**src/rtl/vending_purchase_and_change_core_assert.svh**
```systemverilog
// Assertion macros shared by the vending purchase and change core.
`ifndef VENDING_PURCHASE_AND_CHANGE_CORE_ASSERT_SVH
`define VENDING_PURCHASE_AND_CHANGE_CORE_ASSERT_SVH

// The consequent must hold in the same cycle as the antecedent.
`define VPC_ASSERT_SAME(label, clk, rst, ante, cons, msg) \
   label: assert property (@(posedge clk) disable iff (rst) (ante) |-> (cons)) \
      else $error(msg);

// The consequent must hold in the cycle after the antecedent.
`define VPC_ASSERT_NEXT(label, clk, rst, ante, cons, msg) \
   label: assert property (@(posedge clk) disable iff (rst) (ante) |=> (cons)) \
      else $error(msg);

`endif

```
**src/rtl/vpc_pkg.sv**
```systemverilog
// Shared types, constants and tables of the vending purchase and change core.
`default_nettype none

package vpc_pkg;

   localparam int NUM_SLOTS_DEF = 3;
   localparam int NUM_DENOMS    = 6;
   localparam int CFG_SLOTS     = 3;

   localparam int STORE_W     = 16;
   localparam int ID_W        = 8;
   localparam int PRICE_W     = 16;
   localparam int QTY_W       = 16;
   localparam int PAID_W      = 8;
   localparam int STATUS_W    = 3;
   localparam int YEN_W       = 21;
   localparam int REQ_W       = 2;
   localparam int CSR_IDX_W   = 3;
   localparam int CSR_DATA_W  = 16;
   localparam int DENOM_IDX_W = 3;
   localparam int DENOM_W     = 13;
   localparam int RECIP_W     = 21;
   localparam int RECIP_SHIFT = 24;
   localparam int MUL_A_W     = 21;
   localparam int PROD_W      = MUL_A_W + RECIP_W;
   localparam int QUOT_W      = PROD_W - RECIP_SHIFT;

   localparam logic [REQ_W-1:0] REQ_PURCHASE     = 2'd0;
   localparam logic [REQ_W-1:0] REQ_ADD_STOCK    = 2'd1;
   localparam logic [REQ_W-1:0] REQ_ADD_COINS    = 2'd2;
   localparam logic [REQ_W-1:0] REQ_REDUCE_COINS = 2'd3;

   localparam logic [STATUS_W-1:0] STATUS_OK          = 3'd0;
   localparam logic [STATUS_W-1:0] STATUS_BAD_PRODUCT = 3'd1;
   localparam logic [STATUS_W-1:0] STATUS_SHORT_FUNDS = 3'd2;
   localparam logic [STATUS_W-1:0] STATUS_BAD_COIN    = 3'd3;
   localparam logic [STATUS_W-1:0] STATUS_TOO_FEW     = 3'd4;

   localparam logic [CSR_IDX_W-1:0] CSR_SLOT0_ID    = 3'd0;
   localparam logic [CSR_IDX_W-1:0] CSR_SLOT0_PRICE = 3'd3;

   typedef struct packed {
      logic [REQ_W-1:0]   req_type;
      logic [ID_W-1:0]    product_id;
      logic [QTY_W-1:0]   quantity;
      logic [QTY_W-1:0]   coin_value;
      logic [PAID_W-1:0]  paid_5000;
      logic [PAID_W-1:0]  paid_1000;
      logic [PAID_W-1:0]  paid_500;
      logic [PAID_W-1:0]  paid_100;
      logic [PAID_W-1:0]  paid_50;
      logic [PAID_W-1:0]  paid_10;
   } req_word_type;

   typedef struct packed {
      logic [STATUS_W-1:0] status;
      logic [YEN_W-1:0]    total_paid;
      logic [YEN_W-1:0]    change_unpaid;
      logic [STORE_W-1:0]  give_5000;
      logic [STORE_W-1:0]  give_1000;
      logic [STORE_W-1:0]  give_500;
      logic [STORE_W-1:0]  give_100;
      logic [STORE_W-1:0]  give_50;
      logic [STORE_W-1:0]  give_10;
   } rsp_word_type;

   typedef struct packed {
      logic                   slot_hit;
      logic                   denom_hit;
      logic [DENOM_IDX_W-1:0] denom_idx;
   } lookup_type;

   typedef struct packed {
      logic                   by_recip;
      logic [DENOM_IDX_W-1:0] idx;
      logic [MUL_A_W-1:0]     operand;
   } mul_cmd_type;

   function automatic logic [DENOM_W-1:0] denom_yen(input logic [DENOM_IDX_W-1:0] idx);
      case (idx)
         3'd0:    return 13'd5000;
         3'd1:    return 13'd1000;
         3'd2:    return 13'd500;
         3'd3:    return 13'd100;
         3'd4:    return 13'd50;
         3'd5:    return 13'd10;
         default: return '0;
      endcase
   endfunction

   // Reciprocals are floor(2**RECIP_SHIFT / yen), so the estimate is low by at most one.
   function automatic logic [RECIP_W-1:0] denom_recip(input logic [DENOM_IDX_W-1:0] idx);
      case (idx)
         3'd0:    return 21'd3355;
         3'd1:    return 21'd16777;
         3'd2:    return 21'd33554;
         3'd3:    return 21'd167772;
         3'd4:    return 21'd335544;
         3'd5:    return 21'd1677721;
         default: return '0;
      endcase
   endfunction

   function automatic logic [STORE_W-1:0] coin_reset(input int d);
      case (d)
         0:       return 16'd10;
         1:       return 16'd20;
         2:       return 16'd30;
         3:       return 16'd50;
         4:       return 16'd100;
         5:       return 16'd200;
         default: return '0;
      endcase
   endfunction

   function automatic logic [ID_W-1:0] slot_id_reset(input int s);
      case (s)
         0:       return 8'd1;
         1:       return 8'd2;
         2:       return 8'd3;
         default: return '0;
      endcase
   endfunction

   function automatic logic [PRICE_W-1:0] slot_price_reset(input int s);
      case (s)
         0:       return 16'd150;
         1:       return 16'd100;
         2:       return 16'd200;
         default: return '0;
      endcase
   endfunction

   function automatic logic [STORE_W-1:0] slot_stock_reset(input int s);
      case (s)
         0:       return 16'd10;
         1:       return 16'd15;
         2:       return 16'd8;
         default: return '0;
      endcase
   endfunction

   function automatic logic [PAID_W-1:0] paid_count(input req_word_type w,
                                                    input logic [DENOM_IDX_W-1:0] idx);
      case (idx)
         3'd0:    return w.paid_5000;
         3'd1:    return w.paid_1000;
         3'd2:    return w.paid_500;
         3'd3:    return w.paid_100;
         3'd4:    return w.paid_50;
         3'd5:    return w.paid_10;
         default: return '0;
      endcase
   endfunction

   function automatic logic [STORE_W-1:0] sat_add(input logic [STORE_W-1:0] a,
                                                  input logic [STORE_W-1:0] b);
      logic [STORE_W:0] sum;
      sum = {1'b0, a} + {1'b0, b};
      return sum[STORE_W] ? {STORE_W{1'b1}} : sum[STORE_W-1:0];
   endfunction

endpackage

`default_nettype wire

```
**src/rtl/vpc_lookup.sv**
```systemverilog
// Priority search for the product slot and the denomination of a request word.
`default_nettype none

module vpc_lookup #(
   parameter int NUM_SLOTS  = vpc_pkg::NUM_SLOTS_DEF,
   parameter int SLOT_IDX_W = 2
) (
   input  logic [vpc_pkg::ID_W-1:0]    slot_id [NUM_SLOTS],
   input  logic [vpc_pkg::STORE_W-1:0] stock   [NUM_SLOTS],
   input  logic [vpc_pkg::ID_W-1:0]    product_id,
   input  logic                        need_stock,
   input  logic [vpc_pkg::QTY_W-1:0]   coin_value,
   output vpc_pkg::lookup_type         look,
   output logic [SLOT_IDX_W-1:0]       slot_idx
);

   // Scanning downwards leaves the lowest matching entry in place.
   always_comb begin
      look     = '0;
      slot_idx = '0;
      for (int s = NUM_SLOTS - 1; s >= 0; s--) begin
         if (slot_id[s] != '0 && slot_id[s] == product_id &&
             (!need_stock || stock[s] != '0)) begin
            look.slot_hit = 1'b1;
            slot_idx      = SLOT_IDX_W'(s);
         end
      end
      for (int d = vpc_pkg::NUM_DENOMS - 1; d >= 0; d--) begin
         if (vpc_pkg::QTY_W'(vpc_pkg::denom_yen(vpc_pkg::DENOM_IDX_W'(d))) == coin_value) begin
            look.denom_hit = 1'b1;
            look.denom_idx = vpc_pkg::DENOM_IDX_W'(d);
         end
      end
   end

endmodule

`default_nettype wire

```
**src/rtl/vpc_mul_unit.sv**
```systemverilog
// Shared multiplier with the denomination and reciprocal tables and a registered product.
`default_nettype none

module vpc_mul_unit (
   input  logic                          clock,
   input  vpc_pkg::mul_cmd_type          cmd,
   output logic [vpc_pkg::PROD_W-1:0]    prod
);

   logic [vpc_pkg::RECIP_W-1:0] factor;
   logic [vpc_pkg::PROD_W-1:0]  prod_in;
   logic [vpc_pkg::PROD_W-1:0]  prod_ff;

   assign factor  = cmd.by_recip ? vpc_pkg::denom_recip(cmd.idx)
                                 : vpc_pkg::RECIP_W'(vpc_pkg::denom_yen(cmd.idx));
   assign prod_in = vpc_pkg::PROD_W'(cmd.operand) * vpc_pkg::PROD_W'(factor);
   assign prod    = prod_ff;

   always_ff @(posedge clock) begin
      prod_ff <= prod_in;
   end

endmodule

`default_nettype wire

```
**src/rtl/vending_purchase_and_change_core.sv**
```systemverilog
// Top level of the vending purchase and change core: sequencer, stores and result register.
//
// A request word is taken on req_word when req_valid is high and req_stall is low. The
// core then works on it alone and holds req_stall high until its result word has been
// taken on rsp_word (rsp_valid high, rsp_stall low); each request gives exactly one word.
// Slot product numbers and prices are written through csr_we, csr_index and csr_wdata;
// the user must write them only while the core is idle; the core does not enforce it.
// Add stock, a purchase of an unknown or sold-out product and an unknown coin value are
// answered from the lookup state, and the other coin requests from the coin state that
// follows it. A purchase builds the inserted total on the shared multiplier; one that falls
// short is answered after the price check, else change is paid one denomination at a time
// on the same multiplier (reciprocal estimate, back product, correction, clamp).
// After the result word is taken the core returns to idle and can take the next request.
// A stalled result word is held unchanged, and the core stays busy until it is taken.
// Reset returns the core to idle, with no result word offered, and restores the product
// numbers, prices, stock and coin counts to their initial contents.
`default_nettype none

`include "vending_purchase_and_change_core_assert.svh"

module vending_purchase_and_change_core #(
   parameter int NUM_SLOTS = vpc_pkg::NUM_SLOTS_DEF
) (
   input  logic                                 clock,
   input  logic                                 reset,
   input  logic                                 req_valid,
   output logic                                 req_stall,
   input  vpc_pkg::req_word_type                req_word,
   output logic                                 rsp_valid,
   input  logic                                 rsp_stall,
   output vpc_pkg::rsp_word_type                rsp_word,
   input  logic                                 csr_we,
   input  logic [vpc_pkg::CSR_IDX_W-1:0]        csr_index,
   input  logic [vpc_pkg::CSR_DATA_W-1:0]       csr_wdata
);

   localparam int SLOT_IDX_W = (NUM_SLOTS > 1) ? $clog2(NUM_SLOTS) : 1;
   localparam int YEN_W      = vpc_pkg::YEN_W;
   localparam int STORE_W    = vpc_pkg::STORE_W;
   localparam int NDEN       = vpc_pkg::NUM_DENOMS;
   localparam logic [vpc_pkg::DENOM_IDX_W-1:0] LAST_DENOM =
      vpc_pkg::DENOM_IDX_W'(vpc_pkg::NUM_DENOMS - 1);

   typedef enum logic [3:0] {
      ST_IDLE, ST_FIND, ST_COIN, ST_TOT, ST_TOT_END, ST_CHECK,
      ST_G_RECIP, ST_G_QUOT, ST_G_PICK, ST_G_STEP, ST_OUT
   } state_type;

   state_type                          state_ff, state_in;
   vpc_pkg::req_word_type              req_ff, req_in;
   logic [SLOT_IDX_W-1:0]              slot_ff, slot_in;
   logic [vpc_pkg::DENOM_IDX_W-1:0]    idx_ff, idx_in;
   logic [vpc_pkg::STATUS_W-1:0]       status_ff, status_in;
   logic [YEN_W-1:0]                   total_ff, total_in;
   logic [YEN_W-1:0]                   change_ff, change_in;
   logic [YEN_W-1:0]                   rem_ff, rem_in;
   logic                               clamp_ff, clamp_in;
   logic [vpc_pkg::QUOT_W-1:0]         q0_ff, q0_in;
   logic [STORE_W-1:0]                 give_ff [NDEN];
   logic [STORE_W-1:0]                 give_in [NDEN];
   logic [STORE_W-1:0]                 coin_ff [NDEN];
   logic [STORE_W-1:0]                 coin_in [NDEN];
   logic [vpc_pkg::ID_W-1:0]           id_ff    [NUM_SLOTS];
   logic [vpc_pkg::ID_W-1:0]           id_in    [NUM_SLOTS];
   logic [vpc_pkg::PRICE_W-1:0]        price_ff [NUM_SLOTS];
   logic [vpc_pkg::PRICE_W-1:0]        price_in [NUM_SLOTS];
   logic [STORE_W-1:0]                 stock_ff [NUM_SLOTS];
   logic [STORE_W-1:0]                 stock_in [NUM_SLOTS];

   vpc_pkg::lookup_type                look;
   logic [SLOT_IDX_W-1:0]              look_slot;
   vpc_pkg::mul_cmd_type               mul_cmd;
   logic [vpc_pkg::PROD_W-1:0]         mul_prod;

   logic [STORE_W-1:0]                 store_sel;
   logic [vpc_pkg::PAID_W-1:0]         paid_sel;
   logic [vpc_pkg::DENOM_W-1:0]        yen_sel;
   logic [YEN_W-1:0]                   rem_raw;
   logic [YEN_W:0]                     rem_dif;
   logic                               rem_corr;
   logic [YEN_W-1:0]                   quot;
   logic                               clamp;
   logic [STORE_W-1:0]                 pick;

   vpc_lookup #(
      .NUM_SLOTS  (NUM_SLOTS),
      .SLOT_IDX_W (SLOT_IDX_W)
   ) u_lookup (
      .slot_id    (id_ff),
      .stock      (stock_ff),
      .product_id (req_ff.product_id),
      .need_stock (req_ff.req_type == vpc_pkg::REQ_PURCHASE),
      .coin_value (req_ff.coin_value),
      .look       (look),
      .slot_idx   (look_slot)
   );

   vpc_mul_unit u_mul (
      .clock (clock),
      .cmd   (mul_cmd),
      .prod  (mul_prod)
   );

   assign store_sel = coin_ff[idx_ff];
   assign paid_sel  = vpc_pkg::paid_count(req_ff, idx_ff);
   assign yen_sel   = vpc_pkg::denom_yen(idx_ff);
   assign rem_raw   = change_ff - mul_prod[YEN_W-1:0];
   assign rem_dif   = {1'b0, rem_raw} - (YEN_W + 1)'(yen_sel);
   assign rem_corr  = !rem_dif[YEN_W];
   assign quot      = YEN_W'(q0_ff) + YEN_W'(rem_corr);
   assign clamp     = quot > YEN_W'(store_sel);
   assign pick      = clamp ? store_sel : quot[STORE_W-1:0];

   assign req_stall = (state_ff != ST_IDLE);
   assign rsp_valid = (state_ff == ST_OUT);

   assign rsp_word.status        = status_ff;
   assign rsp_word.total_paid    = total_ff;
   assign rsp_word.change_unpaid = change_ff;
   assign rsp_word.give_5000     = give_ff[0];
   assign rsp_word.give_1000     = give_ff[1];
   assign rsp_word.give_500      = give_ff[2];
   assign rsp_word.give_100      = give_ff[3];
   assign rsp_word.give_50       = give_ff[4];
   assign rsp_word.give_10       = give_ff[5];

   always_comb begin
      mul_cmd     = '0;
      mul_cmd.idx = idx_ff;
      unique case (state_ff)
         ST_TOT:     mul_cmd.operand = vpc_pkg::MUL_A_W'(paid_sel);
         ST_G_RECIP: begin
            mul_cmd.by_recip = 1'b1;
            mul_cmd.operand  = change_ff;
         end
         ST_G_QUOT:  mul_cmd.operand =
                        vpc_pkg::MUL_A_W'(mul_prod[vpc_pkg::PROD_W-1:vpc_pkg::RECIP_SHIFT]);
         ST_G_PICK:  mul_cmd.operand = vpc_pkg::MUL_A_W'(store_sel);
         default:    mul_cmd.operand = '0;
      endcase
   end

   always_comb begin
      state_in  = state_ff;
      req_in    = req_ff;
      slot_in   = slot_ff;
      idx_in    = idx_ff;
      status_in = status_ff;
      total_in  = total_ff;
      change_in = change_ff;
      rem_in    = rem_ff;
      clamp_in  = clamp_ff;
      q0_in     = q0_ff;
      give_in   = give_ff;
      coin_in   = coin_ff;
      id_in     = id_ff;
      price_in  = price_ff;
      stock_in  = stock_ff;

      for (int s = 0; s < NUM_SLOTS; s++) begin
         if (s < vpc_pkg::CFG_SLOTS) begin
            if (csr_we && csr_index == vpc_pkg::CSR_SLOT0_ID + vpc_pkg::CSR_IDX_W'(s)) begin
               id_in[s] = csr_wdata[vpc_pkg::ID_W-1:0];
            end
            if (csr_we && csr_index == vpc_pkg::CSR_SLOT0_PRICE + vpc_pkg::CSR_IDX_W'(s)) begin
               price_in[s] = csr_wdata[vpc_pkg::PRICE_W-1:0];
            end
         end
      end

      unique case (state_ff)
         ST_IDLE: begin
            if (req_valid) begin
               req_in   = req_word;
               state_in = ST_FIND;
            end
         end
         ST_FIND: begin
            status_in = vpc_pkg::STATUS_OK;
            total_in  = '0;
            change_in = '0;
            idx_in    = '0;
            for (int d = 0; d < NDEN; d++) begin
               give_in[d] = '0;
            end
            case (req_ff.req_type)
               vpc_pkg::REQ_PURCHASE: begin
                  if (look.slot_hit) begin
                     slot_in  = look_slot;
                     state_in = ST_TOT;
                  end else begin
                     status_in = vpc_pkg::STATUS_BAD_PRODUCT;
                     state_in  = ST_OUT;
                  end
               end
               vpc_pkg::REQ_ADD_STOCK: begin
                  if (look.slot_hit) begin
                     stock_in[look_slot] = vpc_pkg::sat_add(stock_ff[look_slot],
                                                            req_ff.quantity);
                  end else begin
                     status_in = vpc_pkg::STATUS_BAD_PRODUCT;
                  end
                  state_in = ST_OUT;
               end
               default: begin
                  if (look.denom_hit) begin
                     idx_in   = look.denom_idx;
                     state_in = ST_COIN;
                  end else begin
                     status_in = vpc_pkg::STATUS_BAD_COIN;
                     state_in  = ST_OUT;
                  end
               end
            endcase
         end
         ST_COIN: begin
            if (req_ff.req_type == vpc_pkg::REQ_ADD_COINS) begin
               coin_in[idx_ff] = vpc_pkg::sat_add(store_sel, req_ff.quantity);
            end else if (store_sel >= req_ff.quantity) begin
               coin_in[idx_ff] = store_sel - req_ff.quantity;
            end else begin
               status_in = vpc_pkg::STATUS_TOO_FEW;
            end
            state_in = ST_OUT;
         end
         ST_TOT: begin
            coin_in[idx_ff] = vpc_pkg::sat_add(store_sel, STORE_W'(paid_sel));
            if (idx_ff != '0) begin
               total_in = total_ff + mul_prod[YEN_W-1:0];
            end
            if (idx_ff == LAST_DENOM) begin
               state_in = ST_TOT_END;
            end else begin
               idx_in = idx_ff + vpc_pkg::DENOM_IDX_W'(1);
            end
         end
         ST_TOT_END: begin
            total_in = total_ff + mul_prod[YEN_W-1:0];
            state_in = ST_CHECK;
         end
         ST_CHECK: begin
            if (total_ff < YEN_W'(price_ff[slot_ff])) begin
               status_in = vpc_pkg::STATUS_SHORT_FUNDS;
               state_in  = ST_OUT;
            end else begin
               change_in         = total_ff - YEN_W'(price_ff[slot_ff]);
               stock_in[slot_ff] = stock_ff[slot_ff] - STORE_W'(1);
               idx_in            = '0;
               state_in          = ST_G_RECIP;
            end
         end
         ST_G_RECIP: begin
            state_in = ST_G_QUOT;
         end
         ST_G_QUOT: begin
            q0_in    = mul_prod[vpc_pkg::PROD_W-1:vpc_pkg::RECIP_SHIFT];
            state_in = ST_G_PICK;
         end
         ST_G_PICK: begin
            give_in[idx_ff] = pick;
            coin_in[idx_ff] = store_sel - pick;
            rem_in          = rem_corr ? rem_dif[YEN_W-1:0] : rem_raw;
            clamp_in        = clamp;
            state_in        = ST_G_STEP;
         end
         ST_G_STEP: begin
            change_in = clamp_ff ? change_ff - mul_prod[YEN_W-1:0] : rem_ff;
            if (idx_ff == LAST_DENOM) begin
               state_in = ST_OUT;
            end else begin
               idx_in   = idx_ff + vpc_pkg::DENOM_IDX_W'(1);
               state_in = ST_G_RECIP;
            end
         end
         ST_OUT: begin
            if (!rsp_stall) begin
               state_in = ST_IDLE;
            end
         end
         default: begin
            state_in = ST_IDLE;
         end
      endcase
   end

   always_ff @(posedge clock) begin
      req_ff    <= req_in;
      slot_ff   <= slot_in;
      idx_ff    <= idx_in;
      status_ff <= status_in;
      total_ff  <= total_in;
      change_ff <= change_in;
      rem_ff    <= rem_in;
      clamp_ff  <= clamp_in;
      q0_ff     <= q0_in;
      give_ff   <= give_in;
      if (reset) begin
         state_ff <= ST_IDLE;
         for (int d = 0; d < NDEN; d++) begin
            coin_ff[d] <= vpc_pkg::coin_reset(d);
         end
         for (int s = 0; s < NUM_SLOTS; s++) begin
            id_ff[s]    <= vpc_pkg::slot_id_reset(s);
            price_ff[s] <= vpc_pkg::slot_price_reset(s);
            stock_ff[s] <= vpc_pkg::slot_stock_reset(s);
         end
      end else begin
         state_ff <= state_in;
         coin_ff  <= coin_in;
         id_ff    <= id_in;
         price_ff <= price_in;
         stock_ff <= stock_in;
      end
   end

   `VPC_ASSERT_SAME(a_busy_while_result, clock, reset, rsp_valid, req_stall,
                    "Request side open while a result word is pending.")
   `VPC_ASSERT_NEXT(a_no_instant_result, clock, reset, req_valid && !req_stall, !rsp_valid,
                    "Result word shown in the cycle after a request was taken.")
   `VPC_ASSERT_SAME(a_unpaid_bounded, clock, reset, rsp_valid,
                    rsp_word.change_unpaid <= rsp_word.total_paid,
                    "Unpaid change exceeds the inserted total.")

endmodule

`default_nettype wire

```
**config.mk**
```make
export PLATFORM = sky130hd
export DESIGN_NAME = vending_purchase_and_change_core
export DESIGN_NICKNAME = d
export VERILOG_FILES = /design/src/rtl/vpc_pkg.sv /design/src/rtl/vpc_lookup.sv /design/src/rtl/vpc_mul_unit.sv /design/src/rtl/vending_purchase_and_change_core.sv
export VERILOG_INCLUDE_DIRS = /design/src /design/src/rtl
export SDC_FILE = /design/constraint.sdc
export NUM_CORES = 2
export LEC_CHECK = 0
export BUFFER_PORTS_ARGS = -buffer_cell sky130_fd_sc_hd__buf_2
export CAP_MARGIN = 20
export CORE_MARGIN = 3
export CORE_UTILIZATION = 58
export CTS_CLUSTER_SIZE = 10
export DETAILED_ROUTE_END_ITERATION = 8
export GPL_TIMING_DRIVEN = 0
export PLACE_DENSITY = 0.76
export SLEW_MARGIN = 20
export SYNTH_ARGS = -nofsm -noshare
export SYNTH_HDL_FRONTEND = slang
export SYNTH_SLANG_ARGS = --single-unit
```
**constraint.sdc**
```tcl
create_clock -name clock -period 30.4 [get_ports clock]
set_input_delay 7.6 -clock clock [delete_from_list [all_inputs] [get_ports clock]]
set_output_delay 7.6 -clock clock [all_outputs]
set_load 0.05 [all_outputs]
```
==> flow_metrics.py <==
metrics = {
    "grt": {
        "grt_pass1_vias": 40250,
        "antenna_found_initial": 5,
        "overflow": 0,
        "grt_pass1_wl_um": 239100,
        "grt_max_degree": 53,
        "grt.total_usage_pct": 38.19,
    },
    "sta": {
        "period_needed_ns": 16.35,
        "max_slew_margin_pct": 19.48,
        "max_slew.worst_pin.slew_ns": 1.208,
        "maxSlewViolCount": 0,
        "fin_crit_sh_pct": 53.80,
        "rsz0062_at_grt": "false",
        "fmax_mhz": 61.15,
        "setup_viol": 0,
        "hold_viol": 0,
        "fin_setup_tns_ns": 0,
        "hold_slack_ns": 0.4393,
        "skew_ns": 0.02691,
    },
    "drt": {
        "vias": 41300,
        "dr.pass1.iters": 6,
        "wl_um": 158000,
        "post_drt_wl_per_cell_um": 23.74,
        "drt_iter0_drc": 5053,
        "viasPerCell": 6.207,
        "drc": 0,
        "antenna_left": 0,
    },
    "worst_setup_path": {
        "endpoint_kind": "flop",
        "required_ns": 30.90,
        "cpMaxStageDelayCell": "buf_1",
        "startpoint_type": "flop",
        "path_class": "flop to flop",
        "arrival_ns": 16.85,
        "crit_fanout": 10,
        "critPathMostFrequentCell": "clkbuf_1",
        "cp.buffers_inverters": 10,
        "cp_top_family": "compound AO/OA/AOI/OAI gates",
        "slowest_delay_ns": 0.85,
    },
    "power_and_ir_drop": {
        "ir_drop_mv": 0.07943,
        "p_seq_share_pct": 25.8,
        "p_leak_nw": 21.80,
        "intPower_mw": 2.228,
        "p_clk_share_pct": 16.9,
        "p_comb_share_pct": 57.3,
        "power.switching_mw": 2.330,
        "power_density_mw_per_mm2": 90.84,
        "p_sw_share_pct": 51.13,
    },
    "status": {
        "run_status": "complete, no violations",
    },
    "place": {
        "hpwl_um": 123200,
        "gp_congestion": 1.070,
        "port_buffers": 256,
    },
    "flow_run": {
        "max-cap-violations": 0,
    },
    "yosys": {
        "ys_types": 92,
        "synth_fp_nets": 6024,
        "async_flop_share_pct": 0,
        "syn_area_mm2": 0.04535,
        "ys_warn_count": 0,
        "ys_seq_area_share_pct": 29.71,
        "synth_cells": 5234,
        "ys_ff_latch": 535,
        "synth_flop_cell": "edfxtp_1",
        "syn_avg_cell_area_um2": 8.664,
        "synth-edff-count": 276,
    },
    "clock_tree": {
        "post_cts_buffers": 0,
        "ctsRootBufferMaster": "clkbuf_16",
        "cts-htree-levels": 3,
        "clockBufferDepth": 3,
        "cts_resized": 0,
        "cts.clk_slew.worst_paths_ns": 0.06,
        "postCtsHoldBufs": 0,
        "cts_sinks": 535,
        "cts_buffers": 67,
        "cts_tree": "done",
        "clkLatencyLatePin_ns": 0.63,
    },
    "floorplanning": {
        "die_h_um": 285.6,
        "num_io_pins": 257,
        "core_mm2": 0.07671,
        "start_util_pct": 59.12,
        "dieArea_mm2": 0.08158,
        "die_width_um": 285.6,
        "rows": 101,
    },
    "final_layout": {
        "layout_common_cells": "nand2_1 (776), inv_1 (583), nor2_1 (511)",
        "drive_gt1_share_pct": 8.060,
        "areaGrowthSynthToFinish_pct": 10.64,
        "layout.nets": 6356,
        "layout_commonest_cell": "nand2_1",
        "fillCellCount": 6620,
    },
    "min_path": {
        "hp-class": "flop to flop",
    },
}
flip-flops by register name, indices dropped and copies added (netlist names):
| name | flops |
|---|---|
| id_ff | 24 |
| rsp_word | 96 |
| price_ff | 48 |
| stock_ff | 48 |
| u_mul.prod | 39 |
| status_ff | 3 |
| clamp_ff | 1 |
| rem_ff | 21 |
| state_ff | 4 |
| q0_ff | 18 |
| idx_ff | 3 |
| coin_ff | 96 |
| slot_ff | 2 |
| total_ff | 21 |
| change_ff | 21 |
| req_ff | 90 |
through the flow:
step | cells | power, mW | util [%] | worst slack [ns] | cell area, µm²
finish | 6654 | 4.558 | 65.41 | 14.05 | 50170
global route | 6652 | 4.770 | 65.40 | 13.60 | 50170
CTS | 6649 | 4.480 | 65.36 | 14.80 | 50140
detailed placement | 6526 | 3.705 | 62.66 | 14.82 | 48060
global placement | 6520 | 3.659 | 62.47 | 14.54 | 47920
floorplan | 5234 | 2.910 | - | 18.98 | 45350
metal layers:
layer	routed length, µm	part of all wire [%]	GRT usage [%]	vias to the layer above
met1	59300	38	48.80	19830
met4	11170	7.1	22.06	4
met3	17200	11	8.279	589
met5	25	0.016	0	-
li1	-	-	-	18420
met2	70280	44	60.11	2455
path summary, 6_finish.rpt:
kind	depth (start not counted)	startpoint	slack, ns	endpoint
worst min register to register	0	u_mul.prod[29]$_DFF_P_	0.44	q0_ff[5]$_DFFE_PP_
worst max register to register	52	idx_ff[2]$_DFFE_PP_	14.05	coin_ff[43]$_SDFFE_PP0P_
worst max-delay path	52	idx_ff[2]$_DFFE_PP_	14.05	coin_ff[43]$_SDFFE_PP0P_
worst min-delay path	0	u_mul.prod[29]$_DFF_P_	0.44	q0_ff[5]$_DFFE_PP_
kinds of logic (layout without fill, tap and decap cells):
group                      Yosys count  count (layout)  share of synthesized area, %
AOI/OAI and AO/OA                 1112            1112                         15.01
xor gates and xnor gates           173             173                         3.341
adders and majority gates          680             680                         24.45
buffers and inverters              835            1221                         6.961
DFF                                535             535                         29.71
muxes                              165             165                         4.089
other                                0               4                             0
and+or+nand+nor                   1734            1734                         16.44
cells in the mapped netlist (15+ instances only):
library cell | number | area, µm²
nor3_1 | 103 | 515.5
fa_1 | 345 | 6907
o22ai_1 | 82 | 513.0
nand2_1 | 777 | 2917
o211ai_1 | 17 | 127.6
a21oi_1 | 412 | 2062
nand2b_1 | 41 | 256.5
o21ai_0 | 238 | 1191
nor2_1 | 511 | 1918
xnor2_1 | 130 | 1139
or3_1 | 17 | 106.4
o31ai_1 | 15 | 112.6
a221oi_1 | 19 | 166.4
nor4_1 | 26 | 162.7
mux2_2 | 22 | 247.7
a211oi_1 | 21 | 157.7
o21a_1 | 36 | 270.3
nand4_1 | 21 | 131.4
and2_1 | 26 | 162.7
a21o_1 | 71 | 533.0
o21bai_1 | 27 | 202.7
mux2i_1 | 129 | 1291
ha_1 | 331 | 4141
xor2_1 | 43 | 376.6
inv_1 | 583 | 2188
edfxtp_1 | 276 | 8288
clkbuf_1 | 211 | 792.0
a22oi_1 | 28 | 210.2
and3_1 | 40 | 250.2
nor2b_1 | 41 | 256.5
dfxtp_1 | 259 | 5185
buf_1 | 24 | 90.09
nand3_1 | 84 | 420.4
a31oi_1 | 16 | 100.1
cell type report:
cell class | instances | area, µm² | share of cell area [%]
Tap cell | 1030 | 1289 | 2.569
Clock inverter | 14 | 170.2 | 0.3391
Timing Repair Buffer | 263 | 1373 | 2.736
Sequential cell | 535 | 13470 | 26.85
Multi-Input combinational cell | 3864 | 28790 | 57.39
Clock buffer | 109 | 1906 | 3.798
Inverter | 588 | 2208 | 4.401
Antenna cell | 4 | 10.01 | 0.01995
Buffer | 247 | 952.2 | 1.898
power by group through the flow:
stage                     Clock (mW)  Combinational, mW  Sequential [mW]
after floorplan                    0               1.47             1.44
after global routing           0.801               2.78             1.19
final                          0.770               2.61             1.18
after CTS                      0.772               2.54             1.17
after global placement             0               2.46             1.20
after detailed placement           0               2.52             1.18
No activity file was read; power rests on OpenSTA's default activity.
